## config.mk

```make
export PLATFORM = sky130hd
export DESIGN_NAME = arpeggiator_note_sequencer_flat
export DESIGN_NICKNAME = d
export VERILOG_FILES = /design/src/rtl/arp_pkg.sv /design/src/rtl/arp_if.sv /design/src/rtl/arpeggiator_note_sequencer.sv /design/src/rtl/arp_front.sv /design/src/rtl/arp_divider.sv /design/src/rtl/arp_back.sv /design/src/flat_wrapper.sv
export VERILOG_INCLUDE_DIRS = /design/src /design/src/rtl
export SDC_FILE = /design/constraint.sdc
export NUM_CORES = 2
export LEC_CHECK = 0
export CAP_MARGIN = 20
export CORE_MARGIN = 1
export CORE_UTILIZATION = 25
export DETAILED_ROUTE_END_ITERATION = 10
export DONT_BUFFER_PORTS = 1
export PLACE_DENSITY = 0.46
export SLEW_MARGIN = 10
export SYNTH_ARGS = -nofsm -noshare
export SYNTH_HDL_FRONTEND = slang
export SYNTH_SLANG_ARGS = --single-unit
```

## constraint.sdc

```tcl
create_clock -name clk -period 19.3 [get_ports clk]
set_clock_uncertainty 0.2 [all_clocks]
set_input_delay 1.93 -clock clk [delete_from_list [all_inputs] [get_ports clk]]
set_output_delay 1.93 -clock clk [all_outputs]
set_load 0.02 [all_outputs]
```

## src/rtl/arpeggiator_note_sequencer_macros.svh

```systemverilog
// Assertion macros for the arpeggiator note sequencer.
`ifndef ARPEGGIATOR_NOTE_SEQUENCER_MACROS_SVH
`define ARPEGGIATOR_NOTE_SEQUENCER_MACROS_SVH
// Implication checked every clock, idle during reset.
`define ARP_ASSERT_IMP(label, a, c) \
  label: assert property (@(posedge clk) disable iff (rst) (a) |-> (c)) \
    else $error("assertion failed");
// Next-cycle implication.
`define ARP_ASSERT_NXT(label, a, c) \
  label: assert property (@(posedge clk) disable iff (rst) (a) |=> (c)) \
    else $error("assertion failed");
`endif

```

## src/rtl/arp_pkg.sv

```systemverilog
// Package: constants (including the hash multiplier and shift) and types of the arpeggiator.
`timescale 1ns / 1ps
package arp_pkg;
  localparam int MaxNotes = 16;
  localparam int CntW = $clog2(MaxNotes + 1);
  localparam int IdxW = $clog2(MaxNotes);
  localparam int TickW = 48;
  localparam int DivW = 64;
  localparam int QDepth = 2;
  localparam logic [31:0] HashMul = 32'd2654435761;
  localparam int HashShift = 13;

  typedef enum logic [1:0] {
    KIND_ON   = 2'd0,
    KIND_OFF  = 2'd1,
    KIND_TICK = 2'd2,
    KIND_NONE = 2'd3
  } kind_t;

  typedef enum logic [1:0] {
    REG_MODE  = 2'd0,
    REG_TPS   = 2'd1,
    REG_VEL   = 2'd2,
    REG_EN    = 2'd3
  } reg_t;

  typedef enum logic [1:0] {
    MODE_UP     = 2'd0,
    MODE_DOWN   = 2'd1,
    MODE_UPDOWN = 2'd2,
    MODE_RANDOM = 2'd3
  } mode_t;

  typedef struct packed {
    logic [1:0]       kind;
    logic [6:0]       note;
    logic [TickW-1:0] tick_time;
  } cmd_t;

  typedef struct packed {
    logic       is_on;
    logic [6:0] out_note;
    logic [6:0] out_velocity;
    logic       last;
  } evt_t;

  typedef struct packed {
    logic [1:0]  pattern_mode;
    logic [15:0] ticks_per_step;
    logic [6:0]  note_velocity;
    logic        enabled;
  } cfg_t;
endpackage

```

## src/rtl/arp_if.sv

```systemverilog
// Valid/ready channel interfaces for items, results and configuration.
`timescale 1ns / 1ps
interface arp_in_if;
  logic       valid;
  logic       ready;
  logic [1:0] kind;
  logic [6:0] note;
  logic [47:0] tick_time;
  modport source (output valid, kind, note, tick_time, input ready);
  modport sink (input valid, kind, note, tick_time, output ready);
endinterface

interface arp_out_if;
  logic       valid;
  logic       ready;
  logic       is_on;
  logic [6:0] out_note;
  logic [6:0] out_velocity;
  logic       last;
  modport source (output valid, is_on, out_note, out_velocity, last, input ready);
  modport sink (input valid, is_on, out_note, out_velocity, last, output ready);
endinterface

interface arp_cfg_if;
  logic        valid;
  logic        ready;
  logic [1:0]  index;
  logic [15:0] data;
  modport source (output valid, index, data, input ready);
  modport sink (input valid, index, data, output ready);
endinterface

```

## src/rtl/arpeggiator_note_sequencer.sv

```systemverilog
// Throughput: one beat in service at a time; a two-entry queue buffers input.
// A new step uses the shared radix-2 divider once, or twice if over one note is held.
// Reset (rst, synchronous): empty note set, no step, nothing sounding,
// registers at mode up, 1 tick per step, velocity 100, enabled.
`timescale 1ns / 1ps
module arpeggiator_note_sequencer (
  input logic      clk,
  input logic      rst,
  arp_in_if.sink   in_ch,
  arp_out_if.source out_ch,
  arp_cfg_if.sink  cfg_ch
);
  import arp_pkg::*;
  cmd_t q_data;
  logic q_valid, q_pop;
  cfg_t cfg;

  assign cfg_ch.ready = 1'b1;
  always_ff @(posedge clk) begin
    if (rst) begin
      cfg <= '{pattern_mode: MODE_UP, ticks_per_step: 16'd1, note_velocity: 7'd100,
               enabled: 1'b1};
    end else if (cfg_ch.valid) begin
      unique case (reg_t'(cfg_ch.index))
        REG_MODE: cfg.pattern_mode <= cfg_ch.data[1:0];
        REG_TPS:  if (cfg_ch.data != '0) cfg.ticks_per_step <= cfg_ch.data;
        REG_VEL:  cfg.note_velocity <= cfg_ch.data[6:0];
        REG_EN:   cfg.enabled <= cfg_ch.data[0];
        default: ;
      endcase
    end
  end

  arp_front u_front (.clk, .rst, .in_ch, .q_data, .q_valid, .q_pop);
  arp_back u_back (.clk, .rst, .q_data, .q_valid, .q_pop, .cfg, .out_ch);
endmodule

```

## src/rtl/arp_front.sv

```systemverilog
// Front end: accepts beats, drops unused kinds, queues commands.
`timescale 1ns / 1ps
module arp_front (
  input  logic            clk,
  input  logic            rst,
  arp_in_if.sink          in_ch,
  output arp_pkg::cmd_t   q_data,
  output logic            q_valid,
  input  logic            q_pop
);
  import arp_pkg::*;
  `include "arpeggiator_note_sequencer_macros.svh"

  localparam int PtrW = $clog2(QDepth);
  cmd_t            mem [QDepth];
  logic [PtrW-1:0] wptr, rptr;
  logic [PtrW:0]   count;
  logic            push;

  assign in_ch.ready = (count != (PtrW+1)'(QDepth));
  assign push = in_ch.valid && in_ch.ready && (kind_t'(in_ch.kind) != KIND_NONE);
  assign q_valid = (count != '0);
  assign q_data = mem[rptr];

  always_ff @(posedge clk) begin
    if (push) begin
      mem[wptr] <= '{kind: in_ch.kind, note: in_ch.note, tick_time: in_ch.tick_time};
    end
    if (rst) begin
      wptr <= '0;
      rptr <= '0;
      count <= '0;
    end else begin
      if (push) wptr <= wptr + 1'b1;
      if (q_pop) rptr <= rptr + 1'b1;
      count <= count + (PtrW+1)'(push) - (PtrW+1)'(q_pop);
    end
  end

  `ARP_ASSERT_IMP(a_no_pop_empty, q_pop, q_valid)
  `ARP_ASSERT_IMP(a_count_bound, 1'b1, count <= (PtrW+1)'(QDepth))
  `ARP_ASSERT_NXT(a_push_count, push && !q_pop, count != '0)
endmodule

```

## src/rtl/arp_divider.sv

```systemverilog
// Radix-2 restoring divider: 64-bit dividend by 16-bit divisor.
`timescale 1ns / 1ps
module arp_divider (
  input  logic                     clk,
  input  logic                     rst,
  input  logic                     start,
  input  logic [arp_pkg::DivW-1:0] dividend,
  input  logic [15:0]              divisor,
  output logic                     done,
  output logic [arp_pkg::DivW-1:0] quotient,
  output logic [16:0]              remainder
);
  import arp_pkg::*;
  logic [$clog2(DivW+1)-1:0] cnt;
  logic                      busy;
  logic [16:0]               trial;
  logic [17:0]               diff;

  assign trial = {remainder[15:0], quotient[DivW-1]};
  assign diff = {1'b0, trial} - {2'b0, divisor};

  always_ff @(posedge clk) begin
    if (rst) begin
      busy <= 1'b0;
      done <= 1'b0;
      cnt <= '0;
    end else begin
      done <= 1'b0;
      if (start) begin
        busy <= 1'b1;
        cnt <= '0;
        quotient <= dividend;
        remainder <= '0;
      end else if (busy) begin
        if (diff[17]) begin
          remainder <= trial;
          quotient <= {quotient[DivW-2:0], 1'b0};
        end else begin
          remainder <= diff[16:0];
          quotient <= {quotient[DivW-2:0], 1'b1};
        end
        cnt <= cnt + 1'b1;
        if (cnt == ($clog2(DivW+1))'(DivW - 1)) begin
          busy <= 1'b0;
          done <= 1'b1;
        end
      end
    end
  end
endmodule

```

## src/rtl/arp_back.sv

```systemverilog
// Back end: note set, step tracking, pattern index and event output.
`timescale 1ns / 1ps
module arp_back (
  input  logic           clk,
  input  logic           rst,
  input  arp_pkg::cmd_t  q_data,
  input  logic           q_valid,
  output logic           q_pop,
  input  arp_pkg::cfg_t  cfg,
  arp_out_if.source      out_ch
);
  import arp_pkg::*;
  `include "arpeggiator_note_sequencer_macros.svh"

  typedef enum logic [9:0] {
    S_IDLE  = 10'b0000000001,
    S_SCAN  = 10'b0000000010,
    S_SHIFT = 10'b0000000100,
    S_DIV   = 10'b0000001000,
    S_HASH  = 10'b0000010000,
    S_HXOR  = 10'b0000100000,
    S_MOD   = 10'b0001000000,
    S_PICK  = 10'b0010000000,
    S_OFF   = 10'b0100000000,
    S_ON    = 10'b1000000000
  } st_t;

  st_t             st;
  logic [6:0]      notes [MaxNotes];
  logic [CntW-1:0] held_count;
  logic [TickW-1:0] current_step;
  logic            step_valid;
  logic [6:0]      sounding_note;
  logic            sounding_valid;
  cmd_t            cmd;
  logic [CntW-1:0] pos;
  logic            found;
  logic [63:0]     h;
  logic [63:0]     md;
  logic [TickW-1:0] step;
  logic [6:0]      chosen;
  logic            send_on;
  logic            hstep;

  logic            div_start, div_start_next, div_done;
  logic [DivW-1:0] div_q;
  logic [16:0]     div_r;
  logic [DivW-1:0] div_a;
  logic [15:0]     div_b;

  arp_divider u_div (
    .clk, .rst, .start(div_start), .dividend(div_a), .divisor(div_b),
    .done(div_done), .quotient(div_q), .remainder(div_r)
  );

  logic [CntW:0] period;
  logic [6:0]    modn;
  assign period = {held_count, 1'b0} - (CntW+1)'(2);
  assign modn = (cfg.pattern_mode == MODE_UPDOWN) ? 7'(period) : 7'(held_count);

  evt_t       ev;
  logic       ev_valid;
  assign out_ch.valid = ev_valid;
  assign out_ch.is_on = ev.is_on;
  assign out_ch.out_note = ev.out_note;
  assign out_ch.out_velocity = ev.out_velocity;
  assign out_ch.last = ev.last;
  logic ev_free;
  logic ev_load;
  assign ev_free = !ev_valid || out_ch.ready;
  assign ev_load = ((st == S_OFF) || (st == S_ON)) && ev_free;
  assign q_pop = (st == S_IDLE) && q_valid;

  assign div_start_next = ((st == S_IDLE) && q_valid
                           && kind_t'(q_data.kind) == KIND_TICK
                           && cfg.enabled && held_count != '0)
                          || (st == S_MOD);

  // (s + 1) * mul mod 2^64, split into two partial products on the low 32 bits and the upper bits of s + 1
  logic [TickW:0]  sp1;
  logic [63:0]     prod_lo;
  logic [31:0]     prod_hi;
  assign sp1 = {1'b0, step} + (TickW+1)'(1);
  assign prod_lo = {32'b0, sp1[31:0]} * {32'b0, HashMul};
  assign prod_hi = {15'b0, sp1[TickW:32]} * HashMul;

  always_ff @(posedge clk) begin
    if (rst) begin
      st <= S_IDLE;
      held_count <= '0;
      step_valid <= 1'b0;
      sounding_valid <= 1'b0;
      sounding_note <= '0;
      current_step <= '0;
      ev_valid <= 1'b0;
      div_start <= 1'b0;
    end else begin
      div_start <= div_start_next;
      ev_valid <= ev_load || (ev_valid && !out_ch.ready);
      unique case (st)
        S_IDLE: begin
          if (q_valid) begin
            cmd <= q_data;
            pos <= '0;
            found <= 1'b0;
            unique case (kind_t'(q_data.kind))
              KIND_ON, KIND_OFF: st <= S_SCAN;
              KIND_TICK: begin
                if (!cfg.enabled || held_count == '0) begin
                  step_valid <= 1'b0;
                  if (sounding_valid) begin
                    send_on <= 1'b0;
                    st <= S_OFF;
                  end
                end else begin
                  div_a <= DivW'(q_data.tick_time);
                  div_b <= cfg.ticks_per_step;
                  st <= S_DIV;
                end
              end
              default: ;
            endcase
          end
        end
        S_SCAN: begin
          if (pos < held_count && notes[IdxW'(pos)] < cmd.note
              && kind_t'(cmd.kind) == KIND_ON) begin
            pos <= pos + 1'b1;
          end else if (kind_t'(cmd.kind) == KIND_OFF) begin
            if (pos >= held_count) st <= S_IDLE;
            else if (notes[IdxW'(pos)] == cmd.note) begin
              found <= 1'b1;
              st <= S_SHIFT;
            end else pos <= pos + 1'b1;
          end else begin
            if (cmd.note == 7'd0 || held_count == CntW'(MaxNotes)
                || (pos < held_count && notes[IdxW'(pos)] == cmd.note)) st <= S_IDLE;
            else st <= S_SHIFT;
          end
        end
        S_SHIFT: begin
          if (found) begin
            for (int j = 0; j < MaxNotes - 1; j++)
              if (CntW'(j) >= pos) notes[j] <= notes[j+1];
            held_count <= held_count - 1'b1;
          end else begin
            for (int j = 1; j < MaxNotes; j++)
              if (CntW'(j) > pos) notes[j] <= notes[j-1];
            notes[IdxW'(pos)] <= cmd.note;
            held_count <= held_count + 1'b1;
          end
          st <= S_IDLE;
        end
        S_DIV: begin
          if (div_done) begin
            if (step_valid && div_q[TickW-1:0] == current_step) st <= S_IDLE;
            else begin
              step <= div_q[TickW-1:0];
              current_step <= div_q[TickW-1:0];
              step_valid <= 1'b1;
              hstep <= 1'b0;
              md <= div_q;
              if (held_count <= CntW'(1)) st <= S_PICK;
              else if (cfg.pattern_mode == MODE_RANDOM) st <= S_HASH;
              else st <= S_MOD;
            end
          end
        end
        S_HASH: begin
          if (!hstep) begin
            h <= prod_lo;
            hstep <= 1'b1;
          end else begin
            h <= h + {prod_hi, 32'b0};
            st <= S_HXOR;
          end
        end
        S_HXOR: begin
          md <= h ^ (h >> HashShift);
          st <= S_MOD;
        end
        S_MOD: begin
          div_a <= md;
          div_b <= {9'b0, modn};
          st <= S_PICK;
        end
        S_PICK: begin
          if (div_done || held_count <= CntW'(1)) begin
            if (held_count <= CntW'(1)) chosen <= notes[0];
            else if (cfg.pattern_mode == MODE_DOWN)
              chosen <= notes[IdxW'(held_count - 1'b1 - CntW'(div_r))];
            else if (cfg.pattern_mode == MODE_UPDOWN && 7'(div_r) >= 7'(held_count))
              chosen <= notes[IdxW'(period - (CntW+1)'(div_r))];
            else chosen <= notes[IdxW'(div_r)];
            send_on <= 1'b1;
            st <= sounding_valid ? S_OFF : S_ON;
          end
        end
        S_OFF: begin
          if (ev_free) begin
            ev <= '{is_on: 1'b0, out_note: sounding_note, out_velocity: 7'd0,
                    last: !send_on};
            sounding_valid <= 1'b0;
            st <= send_on ? S_ON : S_IDLE;
          end
        end
        S_ON: begin
          if (ev_free) begin
            ev <= '{is_on: 1'b1, out_note: chosen, out_velocity: cfg.note_velocity,
                    last: 1'b1};
            sounding_note <= chosen;
            sounding_valid <= 1'b1;
            st <= S_IDLE;
          end
        end
        default: st <= S_IDLE;
      endcase
    end
  end

  `ARP_ASSERT_IMP(a_count_max, 1'b1, held_count <= CntW'(MaxNotes))
  `ARP_ASSERT_NXT(a_on_sounds, st == S_ON && ev_free, sounding_valid)
  `ARP_ASSERT_IMP(a_pop_idle, q_pop, st == S_IDLE)
endmodule
```

## src/flat_wrapper.sv

```systemverilog
// flat-port wrapper written by rule: the top's interface ports become plain ports
module arpeggiator_note_sequencer_flat import arp_pkg::*;
  (clk, rst, in_ch_valid, in_ch_kind, in_ch_note, in_ch_tick_time, in_ch_ready, out_ch_valid, out_ch_is_on, out_ch_out_note, out_ch_out_velocity, out_ch_last, out_ch_ready, cfg_ch_valid, cfg_ch_index, cfg_ch_data, cfg_ch_ready);
  arp_in_if in_ch_i ();
  arp_out_if out_ch_i ();
  arp_cfg_if cfg_ch_i ();
  input logic clk;
  input logic rst;
  input wire logic [$bits(in_ch_i.valid)-1:0] in_ch_valid;
  input wire logic [$bits(in_ch_i.kind)-1:0] in_ch_kind;
  input wire logic [$bits(in_ch_i.note)-1:0] in_ch_note;
  input wire logic [$bits(in_ch_i.tick_time)-1:0] in_ch_tick_time;
  output wire logic [$bits(in_ch_i.ready)-1:0] in_ch_ready;
  output wire logic [$bits(out_ch_i.valid)-1:0] out_ch_valid;
  output wire logic [$bits(out_ch_i.is_on)-1:0] out_ch_is_on;
  output wire logic [$bits(out_ch_i.out_note)-1:0] out_ch_out_note;
  output wire logic [$bits(out_ch_i.out_velocity)-1:0] out_ch_out_velocity;
  output wire logic [$bits(out_ch_i.last)-1:0] out_ch_last;
  input wire logic [$bits(out_ch_i.ready)-1:0] out_ch_ready;
  input wire logic [$bits(cfg_ch_i.valid)-1:0] cfg_ch_valid;
  input wire logic [$bits(cfg_ch_i.index)-1:0] cfg_ch_index;
  input wire logic [$bits(cfg_ch_i.data)-1:0] cfg_ch_data;
  output wire logic [$bits(cfg_ch_i.ready)-1:0] cfg_ch_ready;
  assign in_ch_i.valid = in_ch_valid;
  assign in_ch_i.kind = in_ch_kind;
  assign in_ch_i.note = in_ch_note;
  assign in_ch_i.tick_time = in_ch_tick_time;
  assign in_ch_ready = in_ch_i.ready;
  assign out_ch_valid = out_ch_i.valid;
  assign out_ch_is_on = out_ch_i.is_on;
  assign out_ch_out_note = out_ch_i.out_note;
  assign out_ch_out_velocity = out_ch_i.out_velocity;
  assign out_ch_last = out_ch_i.last;
  assign out_ch_i.ready = out_ch_ready;
  assign cfg_ch_i.valid = cfg_ch_valid;
  assign cfg_ch_i.index = cfg_ch_index;
  assign cfg_ch_i.data = cfg_ch_data;
  assign cfg_ch_ready = cfg_ch_i.ready;
  arpeggiator_note_sequencer u_core (.clk(clk), .rst(rst), .in_ch(in_ch_i), .out_ch(out_ch_i), .cfg_ch(cfg_ch_i));
endmodule
```

## Yosys cells after proc, flatten, opt, wreduce, memory -nomap -nowiden

Memories as Yosys holds them, arrays and structs flattened. A register that Yosys moved wholly into a read port is not among the register bits.
Cells that the tools add are included.

| operators by class | value |
|---|---|
| order comparisons | 35 |
| equal/unequal tests | 46 |
| reduce and logical (&&, ||, !) cells | 66 |
| bitwise logic cells | 18 |
| $add $sub $neg | 14 |
| shift operators | 0 |
| muxes and demuxes | 257 |
| $mul | 2 |
| divide/modulo/power cells | 0 |

Operators with widths:

| operator | count |
|---|---|
| $mux W64 | 8 |
| $pmux W64 S2 | 2 |
| $mux W1 | 183 |
| $mux W10 | 14 |
| $mux W7 | 19 |
| $mux W16 | 7 |
| $pmux W10 S9 | 1 |
| $add A64 B64 Y64 | 1 |
| $mul A32 B32 Y64 const B | 1 |
| $pmux W16 S2 | 2 |
| $xor A64 B51 Y64 | 1 |
| $add A48 B1 Y49 const B | 1 |
| $eq A48 B48 Y1 | 1 |
| $gt A4 B5 Y1 const A | 8 |
| $ge A4 B5 Y1 const A | 7 |
| $mul A17 B32 Y32 const B | 1 |
| $mux W5 | 6 |
| $ne A2 B2 Y1 const B | 14 |
| $ge A3 B5 Y1 const A | 4 |
| $gt A3 B5 Y1 const A | 4 |
| $pmux W10 S2 | 1 |
| $reduce_bool A2 Y1 | 9 |
| $sub A17 B16 Y18 | 1 |
| $mux W4 | 4 |
| other kinds (61) | 138 |

| storage, ports and cells | value |
|---|---|
| word-level logic and storage cells | 476 |
| memories | 2 |
| flip-flop bits (word level) | 489 |
| RAM bits | 226 |
| latch bits | 0 |
| memory bits (read-only) | 0 |
| input port bits | 80 |

Memories:

| memory | words | bits a word | read ports | clocked after Yosys merged registers in | write ports | RTL line | text |
|---|---|---|---|---|---|---|---|
| u_core.u_front.mem | 2 | 57 | 1 | 1 | 1 | arp_front.sv:15 | `cmd_t mem [QDepth];` |
| u_core.u_back.notes | 16 | 7 | 20 | 2 | 16 | arp_back.sv:29 | `logic [6:0] notes [MaxNotes];` |

## Logic depth before layout (Yosys ltp)

| logic depth | value |
|---|---|
| depth in word-level cells | 8 |
| depth in mapped cells | 40 |
| depth with buffers taken out | 39 |

## Cells and area by module

From an unflattened synthesis, not the netlist that was laid out.

| second synthesis, totals | value |
|---|---|
| cells, all modules | 5861 |
| area total of the unflattened synthesis | 63980.1 sq um |

Modules (own cells, without submodules):

| module | cells each | seq. area each (sq um) | instances | area each (sq um) |
|---|---|---|---|---|
| arp_back | 5158 | 13813.2 | 1 | 53672.7 |
| arp_divider | 383 | 2612.5 | 1 | 4784.6 |
| arp_front | 205 | 3523.4 | 1 | 4376.7 |
| arpeggiator_note_sequencer | 115 | 520.5 | 1 | 1146.1 |

## Least setup slack after synthesis

OpenSTA, ideal clock, no wires.

| timing path | value |
|---|---|
| kind | register -> register |
| start | register u_core.u_back.step[1] |
| end | register u_core.u_back.h[60], data pin |
| setup slack | 9.815 ns |
| setup time | 0.268 ns |
| period minus slack after synthesis | 9.485 ns |
| required time | 18.832 ns |
| buffers on the path | 0 |
| stages on the path, launching flop included | 39 |
| arrival time | 9.017 ns |
| cells stage by stage | edfxtp_1 ha_1 nand4_1 nor4_2 nand2_1 or2_2 or3_1 xnor2_1 ha_1 inv_1 fa_1 inv_1 ha_1 inv_1 fa_1 inv_1 fa_1 inv_1 [3 not listed] a21o_1 a21oi_1 o21ai_0 or3_1 a31oi_1 o21ai_0 a21oi_1 xnor2_1 ha_1 inv_1 or2_2 nor2_1 a211o_1 a211o_1 a221o_1 a21o_1 a311oi_1 mux2i_1 |

| between the ends | value |
|---|---|
| longest elaborated chain between the ends | 4 |

Ends and longest elaborated chain:

| what | RTL line | text |
|---|---|---|
| start: declaration | arp_back.sv:40 | `logic [TickW-1:0] step;` |
| start signal: assignment | arp_back.sv:158 | `step <= div_q[TickW-1:0];` |
| $add A48 B1 Y49 (*) | arp_back.sv:83 | `assign sp1 = {1'b0, step} + (TickW+1)'(1);` |
| $mul A17 B32 Y32 | arp_back.sv:85 | `assign prod_hi = {15'b0, sp1[TickW:32]} * HashMul;` |
| $add A64 B64 Y64 | arp_back.sv:174 | `h <= h + {prod_hi, 32'b0};` |
| $mux W64 (*) | arp_back.sv:170 | `if (!hstep) begin` |
| end signal: assignment | arp_back.sv:171 | `h <= prod_lo;` |
| end signal: assignment | arp_back.sv:174 |  |
| end: declaration | arp_back.sv:38 | `logic [63:0] h;` |

Mark *: on every way between the ends. The rest lies on a longest branch, timed or not.
A chain may end at the register's enable or synchronous reset.

## Worst setup path after layout

| timing path | value |
|---|---|
| start | register u_core.u_back.step[15] |
| end | register u_core.u_back.h[60], data pin |

Same word-level chain as after synthesis.

==> flow_summary_export.csv <==
group,metric,value,unit
pwr,comb_power_share,13.2,%
run,max-cap-violations,0,
drt,first_pass_iters,10,
worst_setup_path,cp.arrival,10970,ps
pwr,p_seq_share,45.5,%
yosys,synth-main-ff-cell,"edfxtp_1",
yosys,synth_edf_count,602,
floorplan,num_rows,184,
yosys,yosys_warnings,0,
pwr,clockPowerShare,41.3,%
clocking,ctsResizeCount,0,
timing,period_minus_slack,10720,ps
grt,antenna_found_initial,9,
grt,grt_overflow,0,
floorplan,die_h,504.9,um
placed_design,dp_hpwl,155.0,mm
worst_setup_path,r2r-start,"u_core.u_back.step[15]$_DFFE_PP_",
drt,drt_iter0_drc,2999,
drt,avgViaCountPerCell,4.579,
drt,drtAntennaViolNets,0,
worst_setup_path,path_class,"flop to flop",
placed_design,placed_cells,8970,
worst_setup_path,slowest_stage,"nor4_2",
grt,grt_pass1_wl,292.9,mm
timing,worst_slew_pin_slew,1018,ps
finish,layout_commonest_cell,"inv_1",
floorplan,dieArea,254900,um2
worst_setup_path,crit_start,"u_core.u_back.step[15]$_DFFE_PP_",
worst_setup_path,crit_top_cell,"inv_1",
timing,final_max_slew_viol_count,0,
clocking,path_clk_slew,70,ps
worst_hold_path,hp-start,"u_core.cfg[5]$_SDFFE_PP0P_",
floorplan,ioPinCount,99,
timing,finalSetupViolCount,0,
yosys,yosysSeqAreaShare,32.45,%
worst_setup_path,r2r_slack,8580,ps
finish,layout_common_cells,"inv_1, edfxtp_1, fa_1",
clocking,cts_buffers,81,
finish,fillers,26180,
pwr,power.density,56.51,nW/um2
yosys,syn-cell-area,63230,um2
worst_setup_path,end_kind,"flop",
drt,routed_wl,196.4,mm
grt,grt_pass1_vias,43380,
finish,post_route_cells_drive_above_1_share,8.815,%
worst_setup_path,max_stage_delay,710,ps
yosys,postSynthCellCount,5721,
pwr,ir_drop,0.00006300,V
finish,final_cell_count_no_fill,9123,
timing,post-route-period-util,55.55,%
yosys,ys_seq_elements,724,
clocking,cts-htree-levels,3,
timing,hold_viol,0,
worst_setup_path,cp-start-kind,"flop",
timing,relSlewSlack,32.14,%
clocking,cts_hold_buf,0,
pwr,p_sw,0.001093,W
drt,drc_errors,72,
floorplan,die_w,504.9,um
outcome,violations,"DRC",
drt,routedWlPerCell,21.53,um
timing,setup_tns,0,ps
clocking,cts_setup_buffers,0,
worst_setup_path,critPathRequiredTime,19550,ps
finish,num-nets-final,6975,
yosys,avgSynthCellArea,11.05,um2
clocking,root_buffer,"clkbuf_16",
placed_design,routabilityCongestion,0.9398,
clocking,cts_tree,"built",
grt,grt_use_total,15.34,%
placed_design,io_buffers,0,
pwr,leakagePower,30.21,nW
pwr,internal-power,0.002883,W
drt,routed-via-count,41780,
yosys,postSynth.asyncResetShare,0,%
worst_setup_path,cp_max_fo,8,
clocking,cts_buffer_depth,3,
timing,rsz0062_at_grt,"no",
grt,grt_max_degree,119,
finish,syn2layout_area_growth,11.27,%
floorplan,initial_utilization,25.15,%
timing,max_freq,93.28,MHz
yosys,ys_types,88,
clocking,cts_sinks,724,
floorplan,core,251400,um2
worst_hold_path,hp-class,"flop to flop",
pwr,swShare,27.49,%
outcome,status,"finished, violations left",
clocking,clk_latency,710,ps
yosys,syn_nets,6989,
power groups by stage:
stage | clock [W] | sequential (W) | combinational, W
2_1_floorplan | 0 | 0.00179 | 0.000375
3_3_place_gp | 0 | 0.00185 | 0.000514
3_5_place_dp | 0 | 0.00185 | 0.000517
4_1_cts | 0.00170 | 0.00182 | 0.000520
5_1_grt | 0.00175 | 0.00182 | 0.000567
6_report | 0.00164 | 0.00181 | 0.000527
path summary, 6_finish.rpt:
| path | endpoint | depth (start not counted) |
|---|---|---|
| max | u_core.u_back.h[60]$_DFFE_PP_ | 37 |
| max reg2reg | u_core.u_back.h[60]$_DFFE_PP_ | 37 |
| min reg2reg | u_core.cfg[5]$_SDFFE_PP0P_ | 2 |
| min | u_core.cfg[5]$_SDFFE_PP0P_ | 2 |
logic make-up (layout without fill, tap and decap cells):
logic type | Yosys count | count (layout) | share of synthesized area, %
fa+ha+maj | 1188 | 1188 | 30.62
simple gates | 1028 | 1028 | 7.604
xor+xnor | 309 | 309 | 4.280
other cells | 1 | 2 | 0.005931
flops | 724 | 724 | 32.45
mux | 484 | 484 | 10.40
buf+inv | 1215 | 1268 | 7.256
compound gates | 772 | 772 | 7.383
cell type report:
type                    count  area [um2]  share of cell area (%)
flip-flops and latches    724       20530                   29.18
clock buffers             104        2208                   3.139
multi-input cells        3782       38330                   54.48
inverters                1042        3914                   5.563
well taps                3348        4189                   5.954
clock inverters            46       601.8                  0.8554
repair buffers             76       580.6                  0.8252
diodes                      1       2.502                0.003557
cells in the mapped netlist, drive strengths merged, types with 5 or more instances:
cell | n | area share (%)
o31ai | 11 | 0.13
o22ai | 8 | 0.079
xnor2 | 184 | 2.5
xor2 | 125 | 1.7
o211ai | 16 | 0.21
nand2 | 328 | 2.0
and3 | 21 | 0.21
a211oi | 30 | 0.38
fa | 599 | 19
nor2 | 334 | 2.0
dfxtp | 122 | 3.9
mux2 | 114 | 2.0
a21boi | 6 | 0.071
edfxtp | 602 | 29
ha | 589 | 12
nor3 | 50 | 0.43
nor2b | 32 | 0.32
or3 | 20 | 0.20
nand4 | 35 | 0.35
nand2b | 30 | 0.30
buf | 31 | 0.23
nor3b | 7 | 0.083
clkbuf | 142 | 0.84
and4 | 5 | 0.069
o41ai | 5 | 0.081
a211o | 9 | 0.12
or2 | 21 | 0.21
o21bai | 21 | 0.25
a21o | 66 | 0.78
a2111oi | 5 | 0.071
nand3b | 8 | 0.095
mux2i | 243 | 3.8
a221oi | 5 | 0.069
o21ai | 278 | 2.2
a21oi | 229 | 1.8
and2 | 57 | 0.56
nand3 | 39 | 0.31
a221o | 8 | 0.13
o21a | 20 | 0.24
inv | 1042 | 6.2
mux4 | 127 | 4.5
a31oi | 11 | 0.11
nor4 | 28 | 0.33
nand4b | 6 | 0.083
a22oi | 7 | 0.083
worst max-delay path, delay by kind of cell, from the launching register on:
family                   cells  cell delay (ps)
multiplexers                 1              110
AND/OR/NAND/NOR              8             2540
buffers and inverters        7              480
adder cells (fa/ha/maj)      8             3360
AO/OA/AOI/OAI               11             2660
XOR/XNOR                     2              660
flip-flops                   1              470
registers in the layout (all words and copies together), names as in the netlist, 9 cells and up, named ones only:
signal,count
u_core.cfg,26
u_core.u_back.cmd,9
u_core.u_back.current_step,48
u_core.u_back.div_a,64
u_core.u_back.div_b,16
u_core.u_back.h,64
u_core.u_back.md,64
u_core.u_back.notes,112
u_core.u_back.st,10
u_core.u_back.step,48
u_core.u_back.u_div.quotient,64
u_core.u_back.u_div.remainder,16
u_core.u_front.mem,114
metrics by stage:
step	instance area (um2)	total power [W]	worst slack [ps]	hold slack (ps)	util (%)
floorplan	63230	0.002168	9815	229.3	-
global placement	67500	0.002367	8710	236.6	26.85
detailed placement	67510	0.002370	8675	240.0	26.86
CTS	70320	0.004036	8627	248.4	27.97
global route	70350	0.004130	7906	280.0	27.98
finish	70360	0.003976	8579	252.9	27.99
per-layer routing:
metal	wire length (um)	vias up	GRT usage, %
met5	65	-	0
met4	4554	10	4.017
met3	9394	208	2.163
met2	93670	1035	25.73
met1	88710	21200	20.58
li1	-	19330	-
Power figures use the tool's default switching activity.
